===== src/design/assert_macros.svh =====
// assertion helpers shared by the allocator modules
`ifndef ASSERT_MACROS_SVH
`define ASSERT_MACROS_SVH

// plain property checked on every clock outside reset
`define BBA_ASSERT(name, prop, msg) \
  name: assert property (@(posedge clk) disable iff (rst) prop) else $error(msg);

// same-cycle implication checked outside reset
`define BBA_ASSERT_IMPL(name, pre, post, msg) \
  name: assert property (@(posedge clk) disable iff (rst) (pre) |-> (post)) else $error(msg);

`endif


===== src/design/bba_pkg.sv =====
// ---------------------------------------------------------------------------
// bba_pkg
// shared constants, types and helpers of the buddy allocator
// ---------------------------------------------------------------------------
`default_nettype none

package bba_pkg;

  localparam int MAX_LEVELS  = 10;
  localparam int STACK_DEPTH = 16;

  localparam int PR_W      = 27;
  localparam int AL_W      = 17;
  localparam int LV_W      = 4;
  localparam int CFG_W     = 27;
  localparam int CFG_IDX_W = 2;
  localparam int REQ_W     = 32;
  localparam int OUT_W     = 27;

  localparam int NODE_W    = MAX_LEVELS + 1;
  localparam int MEM_DEPTH = 2 << MAX_LEVELS;
  localparam int LVL_W     = $clog2(MAX_LEVELS + 1);
  localparam int LF_W      = MAX_LEVELS + 1;
  localparam int PART_W    = PR_W + 1;
  localparam int SIZE_W    = (PART_W + MAX_LEVELS > REQ_W) ? PART_W + MAX_LEVELS : REQ_W + 1;
  localparam int SP_W      = $clog2(STACK_DEPTH + 1);
  localparam int SI_W      = $clog2(STACK_DEPTH);
  localparam int DCNT_W    = $clog2(PR_W + 1);

  localparam logic [SIZE_W-1:0] CAP_BYTES = SIZE_W'(100000000);

  // register indexes
  localparam logic [CFG_IDX_W-1:0] REG_PARTITION_REQUEST = 2'd0;
  localparam logic [CFG_IDX_W-1:0] REG_ALIGNMENT         = 2'd1;
  localparam logic [CFG_IDX_W-1:0] REG_LEVELS_IN_USE     = 2'd2;
  localparam int                   NUM_REGS              = 3;

  localparam logic [PR_W-1:0] RESET_PARTITION = PR_W'(256);
  localparam logic [AL_W-1:0] RESET_ALIGNMENT = AL_W'(256);
  localparam logic [LV_W-1:0] RESET_LEVELS    = LV_W'(10);

  // transaction codes
  localparam logic FUNC_ALLOC   = 1'b0;
  localparam logic FUNC_RELEASE = 1'b1;

  typedef enum logic [1:0] {
    ST_FREE,
    ST_PARTIAL,
    ST_FULL
  } node_st_t;

  typedef struct packed {
    node_st_t        st;
    logic [LF_W-1:0] lf;
    logic            mark;
  } node_word_t;

  typedef enum logic [4:0] {
    S_DIV_INIT, S_DIV, S_PART, S_HEIGHT, S_SWEEP_INIT, S_SWEEP, S_IDLE,
    S_FIT, S_ROOT_RD, S_ROOT_PUSH, S_POP, S_RD_R, S_PUSH2, S_ALLOC,
    S_REL_RD, S_REL_CHK, S_REL_WR, S_FIX_RDL, S_FIX_RDR, S_FIX_WR,
    S_RESULT, S_EMIT
  } ctl_state_t;

  typedef enum logic [4:0] {
    OP_NONE, OP_DIV_INIT, OP_DIV_STEP, OP_PART, OP_HEIGHT, OP_SWEEP_INIT,
    OP_SWEEP, OP_ACCEPT, OP_FIT, OP_ROOT_RD, OP_ROOT_PUSH, OP_POP, OP_RD_R,
    OP_PUSH2, OP_ALLOC_WR, OP_REL_RD, OP_REL_WR, OP_FIX_RDL, OP_FIX_RDR,
    OP_FIX_WR, OP_RESULT, OP_EMIT
  } dp_op_t;

  typedef struct packed {
    logic div_last;
    logic height_ok;
    logic sweep_last;
    logic fit_more;
    logic fit_ok;
    logic stack_empty;
    logic top_found;
    logic top_expand;
    logic rel_valid;
    logic cur_root;
    logic fix_root;
    logic out_free;
  } dp_status_t;

  // tree depth of a node, root at zero
  function automatic logic [LVL_W-1:0] depth_of(input logic [NODE_W-1:0] i);
    logic [NODE_W:0]    v;
    logic [LVL_W-1:0]   d;
    v = {1'b0, i} + (NODE_W+1)'(1);
    d = '0;
    for (int b = 1; b <= NODE_W; b++) begin
      if (v[b]) d = LVL_W'(b);
    end
    return d;
  endfunction

endpackage

`default_nettype wire


===== src/design/bba_ctrl.sv =====
// ---------------------------------------------------------------------------
// bba_ctrl
// sequencer of setup, tree walk, release and upward fix
// ---------------------------------------------------------------------------
`default_nettype none
`include "assert_macros.svh"

module bba_ctrl import bba_pkg::*; (
  input  logic                 clk,
  input  logic                 rst,
  input  logic                 cfg_write,
  input  logic [CFG_IDX_W-1:0] cfg_index,
  input  logic                 in_valid,
  output logic                 in_stall,
  input  logic                 func,
  input  dp_status_t           status,
  output dp_op_t               op
);

  ctl_state_t state, state_next;
  logic       cfg_hit;

  assign cfg_hit  = cfg_write && (32'(cfg_index) < NUM_REGS);
  assign in_stall = (state != S_IDLE) || cfg_write;

  always_ff @(posedge clk) begin
    if (rst) state <= S_DIV_INIT;
    else     state <= state_next;
  end

  always_comb begin
    state_next = state;
    case (state)
      S_DIV_INIT:   state_next = S_DIV;
      S_DIV:        if (status.div_last) state_next = S_PART;
      S_PART:       state_next = S_HEIGHT;
      S_HEIGHT:     if (status.height_ok) state_next = S_SWEEP_INIT;
      S_SWEEP_INIT: state_next = S_SWEEP;
      S_SWEEP:      if (status.sweep_last) state_next = S_IDLE;
      S_IDLE: begin
        // a config write stalls the input, so no transaction is taken then
        if (in_valid && !cfg_write) begin
          state_next = (func == FUNC_RELEASE) ? S_REL_RD : S_FIT;
        end
      end
      S_FIT: begin
        if (!status.fit_more) state_next = status.fit_ok ? S_ROOT_RD : S_RESULT;
      end
      S_ROOT_RD:    state_next = S_ROOT_PUSH;
      S_ROOT_PUSH:  state_next = S_POP;
      S_POP: begin
        if (status.stack_empty)     state_next = S_RESULT;
        else if (status.top_found)  state_next = S_ALLOC;
        else if (status.top_expand) state_next = S_RD_R;
      end
      S_RD_R:       state_next = S_PUSH2;
      S_PUSH2:      state_next = S_POP;
      S_ALLOC:      state_next = status.cur_root ? S_RESULT : S_FIX_RDL;
      S_REL_RD:     state_next = S_REL_CHK;
      S_REL_CHK:    state_next = status.rel_valid ? S_REL_WR : S_RESULT;
      S_REL_WR:     state_next = status.cur_root ? S_RESULT : S_FIX_RDL;
      S_FIX_RDL:    state_next = S_FIX_RDR;
      S_FIX_RDR:    state_next = S_FIX_WR;
      S_FIX_WR:     state_next = status.fix_root ? S_RESULT : S_FIX_RDL;
      S_RESULT:     state_next = S_EMIT;
      S_EMIT:       if (status.out_free) state_next = S_IDLE;
      default:      state_next = S_DIV_INIT;
    endcase
    if (cfg_hit) state_next = S_DIV_INIT;
  end

  always_comb begin
    op = OP_NONE;
    case (state)
      S_DIV_INIT:   op = OP_DIV_INIT;
      S_DIV:        op = OP_DIV_STEP;
      S_PART:       op = OP_PART;
      S_HEIGHT:     op = OP_HEIGHT;
      S_SWEEP_INIT: op = OP_SWEEP_INIT;
      S_SWEEP:      op = OP_SWEEP;
      S_IDLE:       if (in_valid && !cfg_write) op = OP_ACCEPT;
      S_FIT:        op = OP_FIT;
      S_ROOT_RD:    op = OP_ROOT_RD;
      S_ROOT_PUSH:  op = OP_ROOT_PUSH;
      S_POP:        if (!status.stack_empty) op = OP_POP;
      S_RD_R:       op = OP_RD_R;
      S_PUSH2:      op = OP_PUSH2;
      S_ALLOC:      op = OP_ALLOC_WR;
      S_REL_RD:     op = OP_REL_RD;
      S_REL_WR:     op = OP_REL_WR;
      S_FIX_RDL:    op = OP_FIX_RDL;
      S_FIX_RDR:    op = OP_FIX_RDR;
      S_FIX_WR:     op = OP_FIX_WR;
      S_RESULT:     op = OP_RESULT;
      S_EMIT:       if (status.out_free) op = OP_EMIT;
      default:      op = OP_NONE;
    endcase
  end

  `BBA_ASSERT(a_busy_after_accept, (in_valid && !in_stall) |=> state != S_IDLE, "idle after accept")

endmodule

`default_nettype wire


===== config.mk =====
export PLATFORM = sky130hd
export DESIGN_NAME = bba_ctrl
export DESIGN_NICKNAME = d
export VERILOG_FILES = /design/src/design/bba_pkg.sv /design/src/design/bba_ctrl.sv
export VERILOG_INCLUDE_DIRS = /design/src /design/src/design
export SDC_FILE = /design/constraint.sdc
export NUM_CORES = 1
export LEC_CHECK = 0
export BUFFER_PORTS_ARGS = -buffer_cell sky130_fd_sc_hd__buf_2
export CAP_MARGIN = 25
export CORE_AREA = 2 2 42 44
export CTS_BUF_LIST = sky130_fd_sc_hd__clkbuf_16
export DETAILED_ROUTE_END_ITERATION = 12
export DIE_AREA = 0 0 44 46
export GPL_TIMING_DRIVEN = 0
export PLACE_DENSITY = 0.87
export SLEW_MARGIN = 20
export SYNTH_ARGS = -nofsm -noshare
export SYNTH_HDL_FRONTEND = slang
export SYNTH_SLANG_ARGS = --single-unit
export TNS_END_PERCENT = 5

===== constraint.sdc =====
create_clock -name clk -period 3 [get_ports clk]
set_input_delay 0.6 -clock clk [delete_from_list [all_inputs] [get_ports clk]]
set_output_delay 0.6 -clock clk [all_outputs]
set_load 0.02 [all_outputs]

==> run metrics, run 1 <==
ys flop type dfxtp_1; internal power 279.5 uW; Post-CTS Resized 0; fmax 388.0 MHz; Seq/Total Area, Yosys 0.1229; RR Endpoint state[1]; Synth cell types 45; max reg flops 5; biggest regs state (5); Synth-to-Final Area Change 27.04%; Post-Syn Instances 119; Hold Startpoint rst; global-route wire length before repair 3.919 mm; Critical Path Sink Type output pin; Synth Area per Inst 6.845 um^2; GRT Total Usage 0.2576; Layout Skew 0.002413 ns; largest stage delay on the critical path 0.43 ns; Total Routed Length 2.367 mm; most frequent cell after synthesis nand2_1; setup ws final 0.4230 ns; CP Data Required Time 2.40 ns; largest net degree at the start of global routing 11; Placed Cells 160; R2R setup slack 1.27 ns; CP bufs+invs 3; Critical Path Most Common Cell buf_2; Die X 44 um; core area 1614 um^2; CTS tree done; critical path peak fanout 10; Synth area leaders dfxtp_1 (12%), nand2_1 (8.8%), o21ai_0 (5.5%); layout cell share with drive strength beyond 1 0.2857; crit-path cells buf_2 > buf_2 > nor3_1 > and3_1 > a31oi_1 > o211ai_1 > buf_2; DR WL/cell 14.43 um; HPWL after DPL 1.800 mm; fin crit share 0.8590; total grt overflow 0; buffers added on ports 24; dpl ws 0.6971 ns; WHS 0.7305 ns; total setup buffers inserted after CTS 0; root buffer cell clkbuf_16; Sw Pwr 95.22 uW; CTS H-tree depth 1; actual slew at the worst max-slew pin 0.5287 ns; RSZ-0062 raised after global routing no; CP max stage cell dfxtp_1; worst hold path type in -> reg; drt pass-1 iters 4; number of synthesized register bits 5; layout net count 167; diodes inserted 0; WP data arrival 1.98 ns; hold buffers post-CTS 0; Yosys top cell area share 0.1229; Largest Register state; vias in the first global route 904; peak supply drop 0.4231 mV; RR Startpoint state[2]; worst hold stages 3; Sum Neg Setup Slack 0 ns; cts bufs inserted 3; Crit path depth 7; Synth top cells by count nand2_1 (19), o21ai_0 (9), nor2_1 (7); Max Buffers Root-to-Sink 2; synth warn 0; GP Congestion 0.9351; Final ANT Viol Nets 0; DR DRC count 0; CP delay by family, top buffers and inverters; Flop pwr share 0.194; Syn Nets 138; count of pins over their slew limit 0; Worst-Skew Late Latency 0.22 ns; Vias/cell 6.329; mapped cell area 814.5 um^2; Starting DRT DRC Count 37; Post-Layout Cell Count 164; initial antenna violation count 0; Final Hold Viols 0; Clock Power Share 0.562; area leader, netlist dfxtp_1; DR vias 1038; worst r2r path cells 6; startpoint types flip-flop; max-cap viol count 0; PD cells 362.1 nW/um^2; std cell rows 15; max_slew headroom 0.6475; ys async rst share 0; CTS clk-pin slew, worst paths 0.03 ns; Crit Path Category reg -> out; Post-synth EDFFs 0; status finished, final reports clean; Initial Utilization 0.5047; Pleak 0.0004748 uW; num ports 25; die span in y 46 um; worst hold endpoint state[2]; Sw Share 0.2541; Comb pwr share 0.244; CTS sink count 5; fin crit period 2.577 ns; final setup vio count 0; Die ar. 2024 um^2
==> worst min-delay path, stage by stage <==
cell	delay [ns]
buf_2	0.07
a21oi_1	0.10
o311a_1	0.13
==> worst max path at each step <==
| stage | slack [ns] | start | endpoint |
|---|---|---|---|
| floorplan | 0.86 | state[2] | op[3] |
| global placement | 0.74 | state[4] | op[0] |
| detailed placement | 0.70 | state[4] | op[0] |
| CTS | 0.46 | state[4] | op[0] |
| global route | 0.30 | state[4] | op[0] |
| finish | 0.42 | state[4] | op[0] |
==> per-stage QoR <==
stage	util	area (um^2)	total power, uW
global placement	0.5922	955.9	161.2
detailed placement	0.5922	955.9	163.4
finish	0.6411	1035	374.7
global route	0.6411	1035	392.6
floorplan	-	814.5	133.3
CTS	0.6411	1035	377.4
==> area by class of cell <==
| type | instances | area, um^2 |
|---|---|---|
| Buffer | 11 | 63.81 |
| Clock buffer | 3 | 75.07 |
| Clock inverter | 1 | 3.754 |
| Fill cell | 153 | 579.3 |
| Inverter | 4 | 15.01 |
| Multi-Input combinational cell | 99 | 635.6 |
| Sequential cell | 5 | 100.1 |
| Tap cell | 17 | 21.27 |
| Timing Repair Buffer | 24 | 120.1 |
==> cells by family after synthesis <==
kind of cell           synth area share
AOI/OAI and AO/OA                0.3533
muxes                           0.04916
buffers and inverters           0.09677
and+or+nand+nor                  0.3779
DFF                              0.1229
==> power by group through the flow <==
| stage | sequential (uW) | clock [uW] | combinational, uW |
|---|---|---|---|
| after global placement | 73.2 | 0 | 88.0 |
| after floorplan | 72.5 | 0 | 60.8 |
| final | 72.5 | 211 | 91.5 |
| after detailed placement | 73.4 | 0 | 90.0 |
| after CTS | 72.5 | 215 | 90.2 |
| after global routing | 72.7 | 218 | 101 |
==> cell usage in the layout, fill, tap and decap left out, types with 2 or more instances in the layout <==
cell       synthesis  layout
clkbuf_1           2       2
inv_1              4       5
a21oi_1            6       6
and3_1             2       2
buf_6              2       2
mux2i_1            4       4
a31oi_1            4       4
nor2_1             7       7
o21ai_0            9       9
clkbuf_16          0       3
o311a_1            2       2
nand2_1           19      19
nand3_1            2       2
dfxtp_1            5       5
a32o_1             2       2
o22ai_1            3       3
nor2b_1            5       5
buf_2              6      30
nand2b_1           3       3
or2_2              2       2
o211ai_1           3       3
a22oi_1            3       3
==> routing by layer <==
| layer | track usage | share of wire |
|---|---|---|
| met5 | 0 | 0 |
| met4 | 0.1030 | 0.028 |
| met3 | 0.03968 | 0.075 |
| met2 | 0.4382 | 0.49 |
| met1 | 0.3239 | 0.40 |
(Power assumes the default switching activity.)
==> run 2: changes to the inputs <==
Settings changed: ABC_AREA from default to 1, CORE_AREA 2 2 42 44 to 2 2 47 49, DIE_AREA 0 0 44 46 to 0 0 49 51, PLACE_DENSITY 0.87 to 0.79.
Clock period 3 ns to 2.2 ns, I/O delays scaled along.
==> run metrics, run 2 <==
Synth Area in Adders 0; Die X 49 um; layout cell share with drive strength beyond 1 0.2786; buffers added on ports 24; dpl ws 0.1932 ns; Critical Path Sink Type output pin; max reg flops 5; count of pins over their slew limit 0; drt pass-1 iters 4; Die ar. 2499 um^2; WP data arrival 1.65 ns; RSZ-0062 raised after global routing no; CP delay by family, top simple AND/OR/NAND/NOR gates; setup ws final 0.1088 ns; DR vias 1187; die span in y 51 um; layout net count 221; Seq. cell area 100.1 um^2; post-synthesis mux area share 0; number of synthesized register bits 5; Post-Syn Instances 172; GRT Total Usage 0.2234; GP Congestion 0.9629; Final ANT Viol Nets 0; status finished, final reports clean; Starting DRT DRC Count 47; synth warn 0; Synth cell types 24; post-synthesis xor/xnor area fraction 0; CTS H-tree depth 1; worst r2r path cells 8; critical path peak fanout 8; diodes inserted 0; largest net degree at the start of global routing 11; Final Hold Viols 0; actual slew at the worst max-slew pin 0.4401 ns; R2R setup slack 0.58 ns; CP max stage cell dfxtp_1; RR Startpoint state[0]; Initial Utilization 0.4275; number of fill cells in the layout 222; Placed Cells 224; fin crit period 2.091 ns; RR Endpoint state[1]; Post-Layout Cell Count 229; Layout Skew 0.0005095 ns; Worst-Skew Late Latency 0.23 ns; final setup vio count 0; ys flop type dfxtp_1; PD cells 438.0 nW/um^2; worst hold path type in -> reg; CTS clk-pin slew, worst paths 0.03 ns; CTS sink count 5; Synth-to-Final Area Change 31.21%; Post-synth EDFFs 0; startpoint types flip-flop; Syn Nets 191; CP Data Required Time 1.76 ns; largest stage delay on the critical path 0.31 ns; Vias/cell 5.183; CTS tree done; fmax 478.2 MHz; Simple-Gate Fraction of Synth Area 0.6440; Pleak 0.0006623 uW; global-route wire length before repair 4.416 mm; Crit Path Category reg -> out; core area 2063 um^2; area leader, netlist nand2_1; ys async rst share 0; Total Routed Length 2.637 mm; Seq/Total Area, Yosys 0.1135; root buffer cell clkbuf_16; most frequent cells in the layout nand2_1 (50), buf_2 (25), nand3_1 (24); total grt overflow 0; Yosys top cell area share 0.2213; Synth Area in Compound Gates 0.1035; area of the multi-input gates 686.9 um^2; Synth area leaders nand2_1 (22%), nand3_1 (14%), dfxtp_1 (11%); peak supply drop 0.4972 mV; max_slew headroom 0.7043; worst hold stages 3; hold buffers post-CTS 0; biggest regs state (5); Max Buffers Root-to-Sink 2; crit-path cells buf_6 > inv_1 > nor2_2 > nand2_2 > nor2_4 > nand3_2 > o21ai_0 > inv_1 > nand3_1 > buf_2; initial antenna violation count 0; HPWL after DPL 2.040 mm; num ports 25; most frequent cell after synthesis nand2_1; CP bufs+invs 4; Synth top cells by count nand2_1 (52), nand3_1 (25), inv_1 (21); Synth Area per Inst 5.128 um^2; main combinational cell family by area after synthesis simple AND/OR/NAND/NOR gates; Largest Register state; max-cap viol count 0; final core utilization 0.5609; DR DRC count 0; Critical Path Most Common Cell inv_1; vias in the first global route 1037; std cell rows 17; worst hold endpoint state[3]; cts bufs inserted 3; DR WL/cell 11.52 um; Sum Neg Setup Slack 0 ns; commonest non-fill, non-tap cell in the layout nand2_1; fin crit share 0.9505; Hold Startpoint rst; mapped cell area 882.1 um^2
[run 2: cell types whose count changed in the layout (fill, tap and decap cells not counted), moves of 6 or more]
cell     delta
inv_1      +16
nor2_2      +6
o21ai_0     -6
nand2_1    +31
nor2_1     +10
nand3_1    +22
[run 2: worst reg2reg max path, stage by stage, from the launching register on]
cell     delay, ns
dfxtp_1       0.48
nand2_1       0.17
nor3_2        0.34
nand2_1       0.12
nand2_1       0.08
nor2_1        0.05
nand2_2       0.07
nand2_1       0.06
a21oi_1       0.17
[run 2: routing by layer]
metal	vias up	routed length, um	track usage	share of wire
met5	-	0	0	0
met4	0	30	0.05714	0.011
met3	4	176	0.02924	0.067
met2	49	1273	0.4087	0.48
met1	515	1157	0.2756	0.44
li1	619	-	-	-
[run 2: worst max path at each step]
stage                         from     to  cells past startpoint
after detailed placement  state[1]  op[2]                     10
after global routing      state[2]  op[4]                      8
after CTS                 state[1]  op[2]                     10
after global placement    state[1]  op[2]                     10
final                     state[1]  op[1]                     10
after floorplan           state[1]  op[2]                      9
[run 2: report_power, final]
part / leakage, uW / internal [uW] / total, uW / switching [uW]
Combinational: 0.000579 / 43.4 / 112 / 68.8
Clock: 0.0000423 / 235 / 295 / 60.0
Sequential: 0.0000406 / 94.6 / 99.3 / 4.77
[run 2: area by class of cell]
cell class | instances | area share
plain buffers | 4 | 0.02811
flip-flops and latches | 5 | 0.08649
well taps | 28 | 0.03027
multi-input cells | 138 | 0.5935
repair buffers | 25 | 0.1124
clock inverters | 1 | 0.003243
clock buffers | 3 | 0.06486
inverters | 25 | 0.08108
[run 2: cell families after synthesis]
logic type             count (synthesis)
AOI/OAI and AO/OA                     17
buffers and inverters                 29
DFF                                    5
and+or+nand+nor                      121
[run 2: stage by stage]
stage / cell area, um^2 / hold WS (ns) / total power, uW
2_1_floorplan: 882.1 / 0.5145 / 169.0
3_3_place_gp: 1037 / 0.5513 / 204.4
3_5_place_dp: 1037 / 0.5541 / 204.5
4_1_cts: 1124 / 0.5205 / 503.4
5_1_grt: 1157 / 0.5464 / 530.6
6_report: 1157 / 0.5188 / 506.9
[run 2: timing repair]
item | in CTS | in global routing
cloned | 0 | 0
setup buffers | 0 | 1
gates resized for setup | 2 | 9
setup endpoints to repair | 3 | 5
pin swaps | 0 | 3
